[src/sv/srtf_pkg.sv]
package srtf_pkg;

  localparam int TIME_W  = 21;
  localparam int PID_W   = 8;
  localparam int ARR_W   = 16;
  localparam int BURST_W = 16;
  localparam int MODE_W  = 2;

  localparam logic [MODE_W-1:0] MODE_LOAD  = 2'd0;
  localparam logic [MODE_W-1:0] MODE_TICK  = 2'd1;
  localparam logic [MODE_W-1:0] MODE_CLEAR = 2'd2;

  typedef enum logic [1:0] {
    ST_IDLE,
    ST_SCAN,
    ST_FINISH
  } state_t;

  typedef struct packed {
    logic               best_found;
    logic [BURST_W-1:0] best_rem;
    logic [PID_W-1:0]   best_pid;
    logic [ARR_W-1:0]   best_arr;
    logic [BURST_W-1:0] best_burst;
    logic               run_found;
    logic [BURST_W-1:0] run_rem;
    logic [PID_W-1:0]   run_pid;
    logic [ARR_W-1:0]   run_arr;
    logic [BURST_W-1:0] run_burst;
  } cand_t;

  typedef struct packed {
    logic               wr_en;
    logic               dec_en;
    logic               run_valid;
    logic [PID_W-1:0]   pid;
    logic [ARR_W-1:0]   arrival;
    logic [BURST_W-1:0] burst;
    logic [TIME_W-1:0]  cur_time;
  } bcast_t;

endpackage

[src/sv/srtf_cell.sv]
module srtf_cell
  import srtf_pkg::*;
#(
  parameter int MAX_PROCS = 16,
  parameter int IDX = 0,
  localparam int SLOT_W = $clog2(MAX_PROCS),
  localparam int CNT_W = $clog2(MAX_PROCS + 1)
) (
  input  logic              clk,
  input  bcast_t            bcast,
  input  logic [SLOT_W-1:0] wr_slot,
  input  logic [SLOT_W-1:0] dec_slot,
  input  logic [SLOT_W-1:0] run_slot,
  input  logic [CNT_W-1:0]  entry_count,
  input  cand_t             cand_i,
  input  logic [SLOT_W-1:0] best_idx_i,
  output cand_t             cand_o,
  output logic [SLOT_W-1:0] best_idx_o
);

  localparam logic [SLOT_W-1:0] MY_SLOT = SLOT_W'(IDX);
  localparam logic [CNT_W-1:0]  MY_CNT  = CNT_W'(IDX);

  logic [PID_W-1:0]   pid_r;
  logic [ARR_W-1:0]   arr_r;
  logic [BURST_W-1:0] burst_r;
  logic [BURST_W-1:0] rem_r;

  cand_t             cand_r;
  cand_t             cand_nxt;
  logic [SLOT_W-1:0] idx_r;
  logic [SLOT_W-1:0] idx_nxt;

  logic active;
  logic arrived;
  logic take;
  logic is_run;

  always_ff @(posedge clk) begin
    if (bcast.wr_en && (wr_slot == MY_SLOT)) begin
      pid_r   <= bcast.pid;
      arr_r   <= bcast.arrival;
      burst_r <= bcast.burst;
      rem_r   <= bcast.burst;
    end else if (bcast.dec_en && (dec_slot == MY_SLOT)) begin
      rem_r <= rem_r - BURST_W'(1);
    end
  end

  assign active  = (MY_CNT < entry_count);
  assign arrived = ({{(TIME_W - ARR_W){1'b0}}, arr_r} <= bcast.cur_time);
  assign take    = active && arrived && (rem_r != '0) &&
                   (!cand_i.best_found || (rem_r < cand_i.best_rem));
  assign is_run  = bcast.run_valid && (run_slot == MY_SLOT) && active && (rem_r != '0);

  always_comb begin
    cand_nxt = cand_i;
    idx_nxt  = best_idx_i;
    if (take) begin
      cand_nxt.best_found = 1'b1;
      cand_nxt.best_rem   = rem_r;
      cand_nxt.best_pid   = pid_r;
      cand_nxt.best_arr   = arr_r;
      cand_nxt.best_burst = burst_r;
      idx_nxt             = MY_SLOT;
    end
    if (is_run) begin
      cand_nxt.run_found = 1'b1;
      cand_nxt.run_rem   = rem_r;
      cand_nxt.run_pid   = pid_r;
      cand_nxt.run_arr   = arr_r;
      cand_nxt.run_burst = burst_r;
    end
  end

  always_ff @(posedge clk) begin
    cand_r <= cand_nxt;
    idx_r  <= idx_nxt;
  end

  assign cand_o     = cand_r;
  assign best_idx_o = idx_r;

endmodule

[src/sv/srtf_process_scheduler.sv]
// Channel   Direction  Beat contents
// in_       input      mode, proc_id, arrival, burst
// out_      output     rejected, busy_res, running_pid, switched, finished, finish_pid,
//                      completion_time, turnaround, waiting, all_done, tick_time
//
// A load, clear or other beat goes from idle to the finish state, where its result is registered.
// A tick first passes through the scan state, with the candidate walking the chain of slot
// cells, one cell per cycle, before the decision and the update of the chosen slot. No new
// beat is accepted until the result is committed and the block is back in idle.
// Synchronous reset clears counts, time, running process and order state; slot contents
// are not cleared. A result waiting on out_ready holds the next beat in its finish state.
module srtf_process_scheduler
  import srtf_pkg::*;
#(
  parameter int MAX_PROCS = 16
) (
  input  logic               clk,
  input  logic               rst_n,
  input  logic               in_valid,
  output logic               in_ready,
  input  logic [MODE_W-1:0]  in_mode,
  input  logic [PID_W-1:0]   in_proc_id,
  input  logic [ARR_W-1:0]   in_arrival,
  input  logic [BURST_W-1:0] in_burst,
  output logic               out_valid,
  input  logic               out_ready,
  output logic               out_rejected,
  output logic               out_busy_res,
  output logic [PID_W-1:0]   out_running_pid,
  output logic               out_switched,
  output logic               out_finished,
  output logic [PID_W-1:0]   out_finish_pid,
  output logic [TIME_W-1:0]  out_completion_time,
  output logic [TIME_W-1:0]  out_turnaround,
  output logic [TIME_W-1:0]  out_waiting,
  output logic               out_all_done,
  output logic [TIME_W-1:0]  out_tick_time
);

  localparam int SLOT_W = $clog2(MAX_PROCS);
  localparam int CNT_W  = $clog2(MAX_PROCS + 1);
  localparam logic [SLOT_W-1:0] LAST_SLOT = SLOT_W'(MAX_PROCS - 1);
  localparam logic [CNT_W-1:0]  FULL_CNT  = CNT_W'(MAX_PROCS);

  state_t state_r;
  state_t state_nxt;
  logic [SLOT_W-1:0] scan_cnt_r;
  logic [SLOT_W-1:0] scan_cnt_nxt;

  logic [MODE_W-1:0]  mode_r;
  logic [PID_W-1:0]   pid_r;
  logic [ARR_W-1:0]   arr_r;
  logic [BURST_W-1:0] burst_r;

  logic [CNT_W-1:0]  entry_count_r, entry_count_nxt;
  logic [CNT_W-1:0]  completed_count_r, completed_count_nxt;
  logic [TIME_W-1:0] current_time_r, current_time_nxt;
  logic [SLOT_W-1:0] running_slot_r, running_slot_nxt;
  logic              running_valid_r, running_valid_nxt;
  logic [PID_W-1:0]  last_pid_r, last_pid_nxt;
  logic              order_nonempty_r, order_nonempty_nxt;

  logic              out_valid_r;
  logic              rejected_r, rejected_nxt;
  logic              busy_r, busy_nxt;
  logic [PID_W-1:0]  run_pid_r, run_pid_nxt;
  logic              switched_r, switched_nxt;
  logic              finished_r, finished_nxt;
  logic [PID_W-1:0]  fin_pid_r, fin_pid_nxt;
  logic [TIME_W-1:0] ct_r, ct_nxt;
  logic [TIME_W-1:0] tat_r, tat_nxt;
  logic [TIME_W-1:0] wt_r, wt_nxt;
  logic              all_done_r, all_done_nxt;
  logic [TIME_W-1:0] tick_time_r, tick_time_nxt;

  logic              commit;
  logic              in_acc;
  bcast_t            bcast;
  logic [SLOT_W-1:0] dec_slot;

  cand_t             cand_w [MAX_PROCS+1];
  logic [SLOT_W-1:0] idx_w  [MAX_PROCS+1];
  cand_t             res;

  logic               pick_run;
  logic               found;
  logic [PID_W-1:0]   ch_pid;
  logic [ARR_W-1:0]   ch_arr;
  logic [BURST_W-1:0] ch_burst;
  logic [BURST_W-1:0] ch_rem;
  logic [TIME_W-1:0]  ct_calc;
  logic [TIME_W-1:0]  tat_calc;

  assign in_ready = (state_r == ST_IDLE);
  assign in_acc   = in_valid && in_ready;
  assign commit   = (state_r == ST_FINISH) && (!out_valid_r || out_ready);

  assign cand_w[0] = '0;
  assign idx_w[0]  = '0;

  for (genvar g = 0; g < MAX_PROCS; g++) begin : g_cell
    srtf_cell #(
      .MAX_PROCS(MAX_PROCS),
      .IDX(g)
    ) u_cell (
      .clk(clk),
      .bcast(bcast),
      .wr_slot(entry_count_r[SLOT_W-1:0]),
      .dec_slot(dec_slot),
      .run_slot(running_slot_r),
      .entry_count(entry_count_r),
      .cand_i(cand_w[g]),
      .best_idx_i(idx_w[g]),
      .cand_o(cand_w[g+1]),
      .best_idx_o(idx_w[g+1])
    );
  end

  assign res = cand_w[MAX_PROCS];

  assign pick_run = res.run_found && !(res.best_found && (res.best_rem < res.run_rem));
  assign found    = res.run_found || res.best_found;
  assign ch_pid   = pick_run ? res.run_pid   : res.best_pid;
  assign ch_arr   = pick_run ? res.run_arr   : res.best_arr;
  assign ch_burst = pick_run ? res.run_burst : res.best_burst;
  assign ch_rem   = pick_run ? res.run_rem   : res.best_rem;
  assign dec_slot = pick_run ? running_slot_r : idx_w[MAX_PROCS];
  assign ct_calc  = current_time_r + TIME_W'(1);
  assign tat_calc = ct_calc - {{(TIME_W - ARR_W){1'b0}}, ch_arr};

  always_comb begin
    state_nxt    = state_r;
    scan_cnt_nxt = scan_cnt_r;
    case (state_r)
      ST_IDLE: begin
        scan_cnt_nxt = '0;
        if (in_valid) begin
          state_nxt = (in_mode == MODE_TICK) ? ST_SCAN : ST_FINISH;
        end
      end
      ST_SCAN: begin
        scan_cnt_nxt = scan_cnt_r + SLOT_W'(1);
        if (scan_cnt_r == LAST_SLOT) begin
          state_nxt = ST_FINISH;
        end
      end
      ST_FINISH: begin
        if (commit) begin
          state_nxt = ST_IDLE;
        end
      end
      default: state_nxt = ST_IDLE;
    endcase
  end

  always_comb begin
    bcast.wr_en     = 1'b0;
    bcast.dec_en    = 1'b0;
    bcast.run_valid = running_valid_r;
    bcast.pid       = pid_r;
    bcast.arrival   = arr_r;
    bcast.burst     = burst_r;
    bcast.cur_time  = current_time_r;

    entry_count_nxt     = entry_count_r;
    completed_count_nxt = completed_count_r;
    current_time_nxt    = current_time_r;
    running_slot_nxt    = running_slot_r;
    running_valid_nxt   = running_valid_r;
    last_pid_nxt        = last_pid_r;
    order_nonempty_nxt  = order_nonempty_r;

    rejected_nxt  = 1'b0;
    busy_nxt      = 1'b0;
    run_pid_nxt   = '0;
    switched_nxt  = 1'b0;
    finished_nxt  = 1'b0;
    fin_pid_nxt   = '0;
    ct_nxt        = '0;
    tat_nxt       = '0;
    wt_nxt        = '0;
    tick_time_nxt = current_time_r;

    if (commit) begin
      case (mode_r)
        MODE_LOAD: begin
          if (entry_count_r == FULL_CNT) begin
            rejected_nxt = 1'b1;
          end else begin
            bcast.wr_en     = 1'b1;
            entry_count_nxt = entry_count_r + CNT_W'(1);
            if (burst_r == '0) begin
              completed_count_nxt = completed_count_r + CNT_W'(1);
            end
          end
        end
        MODE_TICK: begin
          current_time_nxt = ct_calc;
          if (found) begin
            bcast.dec_en = 1'b1;
            busy_nxt     = 1'b1;
            run_pid_nxt  = ch_pid;
            if (!order_nonempty_r || (last_pid_r != ch_pid)) begin
              switched_nxt       = 1'b1;
              last_pid_nxt       = ch_pid;
              order_nonempty_nxt = 1'b1;
            end
            if (ch_rem == BURST_W'(1)) begin
              completed_count_nxt = completed_count_r + CNT_W'(1);
              running_valid_nxt   = 1'b0;
              finished_nxt        = 1'b1;
              fin_pid_nxt         = ch_pid;
              ct_nxt              = ct_calc;
              tat_nxt             = tat_calc;
              wt_nxt              = tat_calc - {{(TIME_W - BURST_W){1'b0}}, ch_burst};
            end else begin
              running_valid_nxt = 1'b1;
              running_slot_nxt  = dec_slot;
            end
          end
        end
        MODE_CLEAR: begin
          entry_count_nxt     = '0;
          completed_count_nxt = '0;
          current_time_nxt    = '0;
          running_slot_nxt    = '0;
          running_valid_nxt   = 1'b0;
          last_pid_nxt        = '0;
          order_nonempty_nxt  = 1'b0;
          tick_time_nxt       = '0;
        end
        default: begin
        end
      endcase
    end
    all_done_nxt = (completed_count_nxt == entry_count_nxt);
  end

  always_ff @(posedge clk) begin
    if (!rst_n) begin
      state_r           <= ST_IDLE;
      scan_cnt_r        <= '0;
      entry_count_r     <= '0;
      completed_count_r <= '0;
      current_time_r    <= '0;
      running_slot_r    <= '0;
      running_valid_r   <= 1'b0;
      last_pid_r        <= '0;
      order_nonempty_r  <= 1'b0;
      out_valid_r       <= 1'b0;
    end else begin
      state_r           <= state_nxt;
      scan_cnt_r        <= scan_cnt_nxt;
      entry_count_r     <= entry_count_nxt;
      completed_count_r <= completed_count_nxt;
      current_time_r    <= current_time_nxt;
      running_slot_r    <= running_slot_nxt;
      running_valid_r   <= running_valid_nxt;
      last_pid_r        <= last_pid_nxt;
      order_nonempty_r  <= order_nonempty_nxt;
      if (commit) begin
        out_valid_r <= 1'b1;
      end else if (out_ready) begin
        out_valid_r <= 1'b0;
      end
    end
  end

  always_ff @(posedge clk) begin
    if (in_acc) begin
      mode_r  <= in_mode;
      pid_r   <= in_proc_id;
      arr_r   <= in_arrival;
      burst_r <= in_burst;
    end
    if (commit) begin
      rejected_r  <= rejected_nxt;
      busy_r      <= busy_nxt;
      run_pid_r   <= run_pid_nxt;
      switched_r  <= switched_nxt;
      finished_r  <= finished_nxt;
      fin_pid_r   <= fin_pid_nxt;
      ct_r        <= ct_nxt;
      tat_r       <= tat_nxt;
      wt_r        <= wt_nxt;
      all_done_r  <= all_done_nxt;
      tick_time_r <= tick_time_nxt;
    end
  end

  assign out_valid           = out_valid_r;
  assign out_rejected        = rejected_r;
  assign out_busy_res        = busy_r;
  assign out_running_pid     = run_pid_r;
  assign out_switched        = switched_r;
  assign out_finished        = finished_r;
  assign out_finish_pid      = fin_pid_r;
  assign out_completion_time = ct_r;
  assign out_turnaround      = tat_r;
  assign out_waiting         = wt_r;
  assign out_all_done        = all_done_r;
  assign out_tick_time       = tick_time_r;

`ifndef ASSERT_OFF
  a_count_order: assert property (@(posedge clk) disable iff (!rst_n)
    completed_count_r <= entry_count_r)
    else $error("completed count exceeds entry count");

  a_run_slot: assert property (@(posedge clk) disable iff (!rst_n)
    running_valid_r |-> (CNT_W'(running_slot_r) < entry_count_r))
    else $error("running slot outside loaded table");

  a_finish_clears_run: assert property (@(posedge clk) disable iff (!rst_n)
    (commit && finished_nxt) |=> !running_valid_r)
    else $error("finished process still marked running");

  a_scan_stable: assert property (@(posedge clk) disable iff (!rst_n)
    (state_r == ST_SCAN) |=> ($stable(current_time_r) && $stable(entry_count_r)))
    else $error("scheduler state changed during a scan");
`endif

endmodule

[config.mk]
export PLATFORM = sky130hd
export DESIGN_NAME = srtf_process_scheduler
export DESIGN_NICKNAME = d
export VERILOG_FILES = /design/src/sv/srtf_pkg.sv /design/src/sv/srtf_cell.sv /design/src/sv/srtf_process_scheduler.sv
export SDC_FILE = /design/constraint.sdc
export NUM_CORES = 2
export LEC_CHECK = 0
export BUFFER_PORTS_ARGS = -buffer_cell sky130_fd_sc_hd__buf_2
export CORE_UTILIZATION = 60
export CTS_CLUSTER_DIAMETER = 120
export DETAILED_ROUTE_END_ITERATION = 8
export HOLD_SLACK_MARGIN = 0.08
export PLACE_DENSITY = 0.81
export SYNTH_ARGS = -nofsm -noshare
export SYNTH_HDL_FRONTEND = slang
export SYNTH_HIERARCHICAL = 1
export SYNTH_SLANG_ARGS = --single-unit
[constraint.sdc]
create_clock -name clk -period 16.2 [get_ports clk]
set_input_delay 1.62 -clock clk [delete_from_list [all_inputs] [get_ports clk]]
set_output_delay 1.62 -clock clk [all_outputs]
set_load 0.005 [all_outputs]
==> flow_metrics.py <==
metrics = {
    "outcome": {
        "status": "finished clean",
    },
    "flow_run": {
        "cap_violations": 0,
    },
    "critical_path": {
        "rrSetupSlack_ps": 9440,
        "reg2reg_depth": 26,
        "crit_path_max_fanout": 18,
        "worstSetupPathType": "register to register",
        "timing.rr.start": "g_cell[15].u_cell/cand_o[47]",
        "max_stage_delay_ps": 440,
        "arrival_ps": 7440,
        "required_ps": 16880,
        "start_kind": "register",
        "worstSetupStartpoint": "g_cell[15].u_cell/cand_o[47]",
        "cp_slowest_cell": "a2111oi_0",
        "crit_path_end_kind": "register",
        "r2r-end": "out_waiting[19]",
    },
    "logic_synthesis": {
        "seq_area_frac_synth": 0.576,
        "synth_cells": 9050,
        "ys.warnings.count": 6,
        "synth_ff_type": "dfxtp_1",
        "synth_edf_count": 1043,
        "synth_top_area_share": 0.319,
        "ys_ff_latch": 2983,
        "synth_area_sq_um": 122000,
        "async_flop_share": 0,
        "syn_avg_cell_area_sq_um": 13.5,
        "synthTopCellsByArea": "dfxtp_1 32%, edfxtp_1 26%, mux2_4 10%, mux2_2 7.2%, ha_1 5.8%",
        "synth_cell_types": 119,
        "synth.largest_area_cell": "dfxtp_1",
    },
    "cts": {
        "cts.sinks": 2983,
        "h-tree-depth": 5,
        "clock_path_buffers": 4,
        "ctsResizeCount": 0,
        "clk_latency_ps": 950,
        "cts_made_buffers": 307,
        "cts_setup_buffers": 0,
        "clock-root-buffer": "clkbuf_16",
        "hold_buffers": 0,
        "clkTransAtPathRegs_ps": 60,
        "cts_tree": "yes",
    },
    "global_routing": {
        "overflow": 0,
        "top_usage_layer": "met2",
        "grt_max_degree": 82,
        "grtUsageMet3": 0.0395,
        "grt_pass1_wl_um": 427000,
        "grt_pass1_vias": 73300,
        "global_route.usage.met1": 0.335,
        "antenna_found_initial": 0,
        "grt_util_all_layers": 0.267,
        "grt_use_met2": 0.460,
    },
    "min_path": {
        "worst_hold_startpoint": "g_cell[7].u_cell/best_idx_o[3]",
        "whs_path_depth": 1,
        "hold_path_end": "g_cell[8].u_cell/best_idx_o[3]",
        "hold_class": "register to register",
    },
    "sta": {
        "tightest_slew_ps": 1300,
        "skew_ps": 74.8,
        "rsz0062_at_grt": "no",
        "max_freq_mhz": 148,
        "hold_violations": 0,
        "finalCritPeriodShare": 0.417,
        "setup_viol": 0,
        "finalSetupTns_ps": 0,
        "slew_headroom": 0.131,
        "slew_viol_final": 0,
        "finalCriticalPeriod_ps": 6760,
    },
    "layout": {
        "area_delta_synth_final_pct": 11.1,
        "fin_nets": 10100,
        "n_fill_cell": 13400,
        "design_area_sq_um": 135000,
        "final_cells": 12400,
        "layout-drive-gt1-share": 0.257,
    },
    "floorplanning": {
        "fp-row-count": 165,
        "ios": 153,
        "start_util": 0.603,
        "fp.dieArea_sq_um": 205000,
        "fp.dieW_um": 453,
        "die_h_um": 453,
        "core-area_sq_um": 202000,
    },
    "place": {
        "placed_cell_area_sq_um": 126000,
        "gp_congestion": 0.908,
        "port_buffers": 152,
        "dp_hpwl_um": 186000,
        "dp.cells": 11900,
    },
    "pwr": {
        "power_density_nw_per_um2": 117,
        "ir_worst_vdd_v": 0.000142,
        "leakage_nw": 53.1,
        "power_w": 0.0159,
    },
    "routing": {
        "ant_nets": 0,
        "first_pass_iters": 7,
        "drt_iter0_markers": 5315,
        "dr_total_vias": 70500,
        "viasPerCell": 5.68,
        "wl_per_cell_um": 22.4,
        "drc": 0,
        "routed_wl_um": 278000,
    },
}
where the power goes:
part | switching (W) | internal (W) | leakage (nW)
sequential | 0.000169 | 0.00808 | 25.8
combinational | 0.000402 | 0.000399 | 22.5
clock | 0.00280 | 0.00402 | 4.82
total | 0.00337 | 0.0125 | 53.1
worst max-delay path, delay by kind of cell, from the launching register on:
| kind | cells | cell delay (ps) |
|---|---|---|
| adder cells (fa/ha/maj) | 3 | 830 |
| AO/OA/AOI/OAI | 10 | 2780 |
| XOR/XNOR | 1 | 160 |
| buffers and inverters | 2 | 400 |
| multiplexers | 2 | 700 |
| flip-flops | 1 | 340 |
| AND/OR/NAND/NOR | 8 | 1280 |
routing by layer:
layer | wire [um] | up-vias
met3 | 15700 | 603
met2 | 136000 | 2254
met1 | 116000 | 34600
met5 | 0 | -
li1 | - | 33000
met4 | 11000 | 0
Yosys cell counts (123+ instances only):
library cell	instances
a21oi_1	366
dfxtp_1	1940
edfxtp_1	1043
ha_1	567
inv_1	617
mux2_1	187
mux2_2	776
mux2_4	822
nand2_1	384
nor2_1	414
nor3_1	123
o21ai_0	257
xnor2_1	174
stage by stage:
stage,hold WS [ps],util,setup WS (ps)
detailed placement,398,0.622,9490
global placement,394,0.622,9580
CTS,410,0.670,9540
floorplan,386,-,8980
finish,409,0.670,9440
global route,413,0.670,8960
cell usage in the layout (no fill, tap or decap), types with 174 or more instances in the layout:
cell type and count:
a21oi_1 366, clkbuf_16 320, dfxtp_1 1940, edfxtp_1 1043
ha_1 566, inv_1 604, mux2_1 187, mux2_2 776
mux2_4 822, nand2_1 382, nor2_1 411, o21ai_0 248
xnor2_1 174
worst max-delay path by stage:
| stage | slack, ps | to |
|---|---|---|
| global route | 8960 | out_waiting[19] |
| finish | 9440 | out_waiting[19] |
| global placement | 9580 | out_waiting[19] |
| CTS | 9540 | out_waiting[19] |
| detailed placement | 9490 | out_waiting[19] |
| floorplan | 8980 | g_cell[3].u_cell/arr_r[0] |
flip-flops by register name, summed over array words and instances, names as in the netlist, 64 cells and up:
register                  flops
g_cell.u_cell/pid_r         128
g_cell.u_cell/rem_r         256
g_cell.u_cell/best_idx_o     64
g_cell.u_cell/burst_r       256
g_cell.u_cell/cand_o       1824
g_cell.u_cell/arr_r         256
final cells by class:
type,count,area (sq um),share of cell area
tap,2672,3340,0.0247
antenna,1,2.50,0.0000185
clock buffer,445,8900,0.0657
inverter,620,2330,0.0172
sequential,2983,70200,0.518
timing repair buffer,288,1780,0.0132
multi-input combinational,5312,48000,0.354
clock inverter,96,907,0.00670
cells by family (layout without fill, tap and decap cells):
kind of cell               Yosys count  after routing  share of synthesized area
adders and majority gates          569            569                     0.0586
DFF                               2983           2983                      0.576
and+or+nand+nor                   1560           1560                     0.0653
buffers and inverters              888           1449                     0.0359
xor gates and xnor gates           264            264                     0.0190
muxes                             1845           1845                      0.195
AOI/OAI and AO/OA                  940            940                     0.0500
other                                1            135                  0.0000308
No activity file was read; power rests on OpenSTA's default activity.
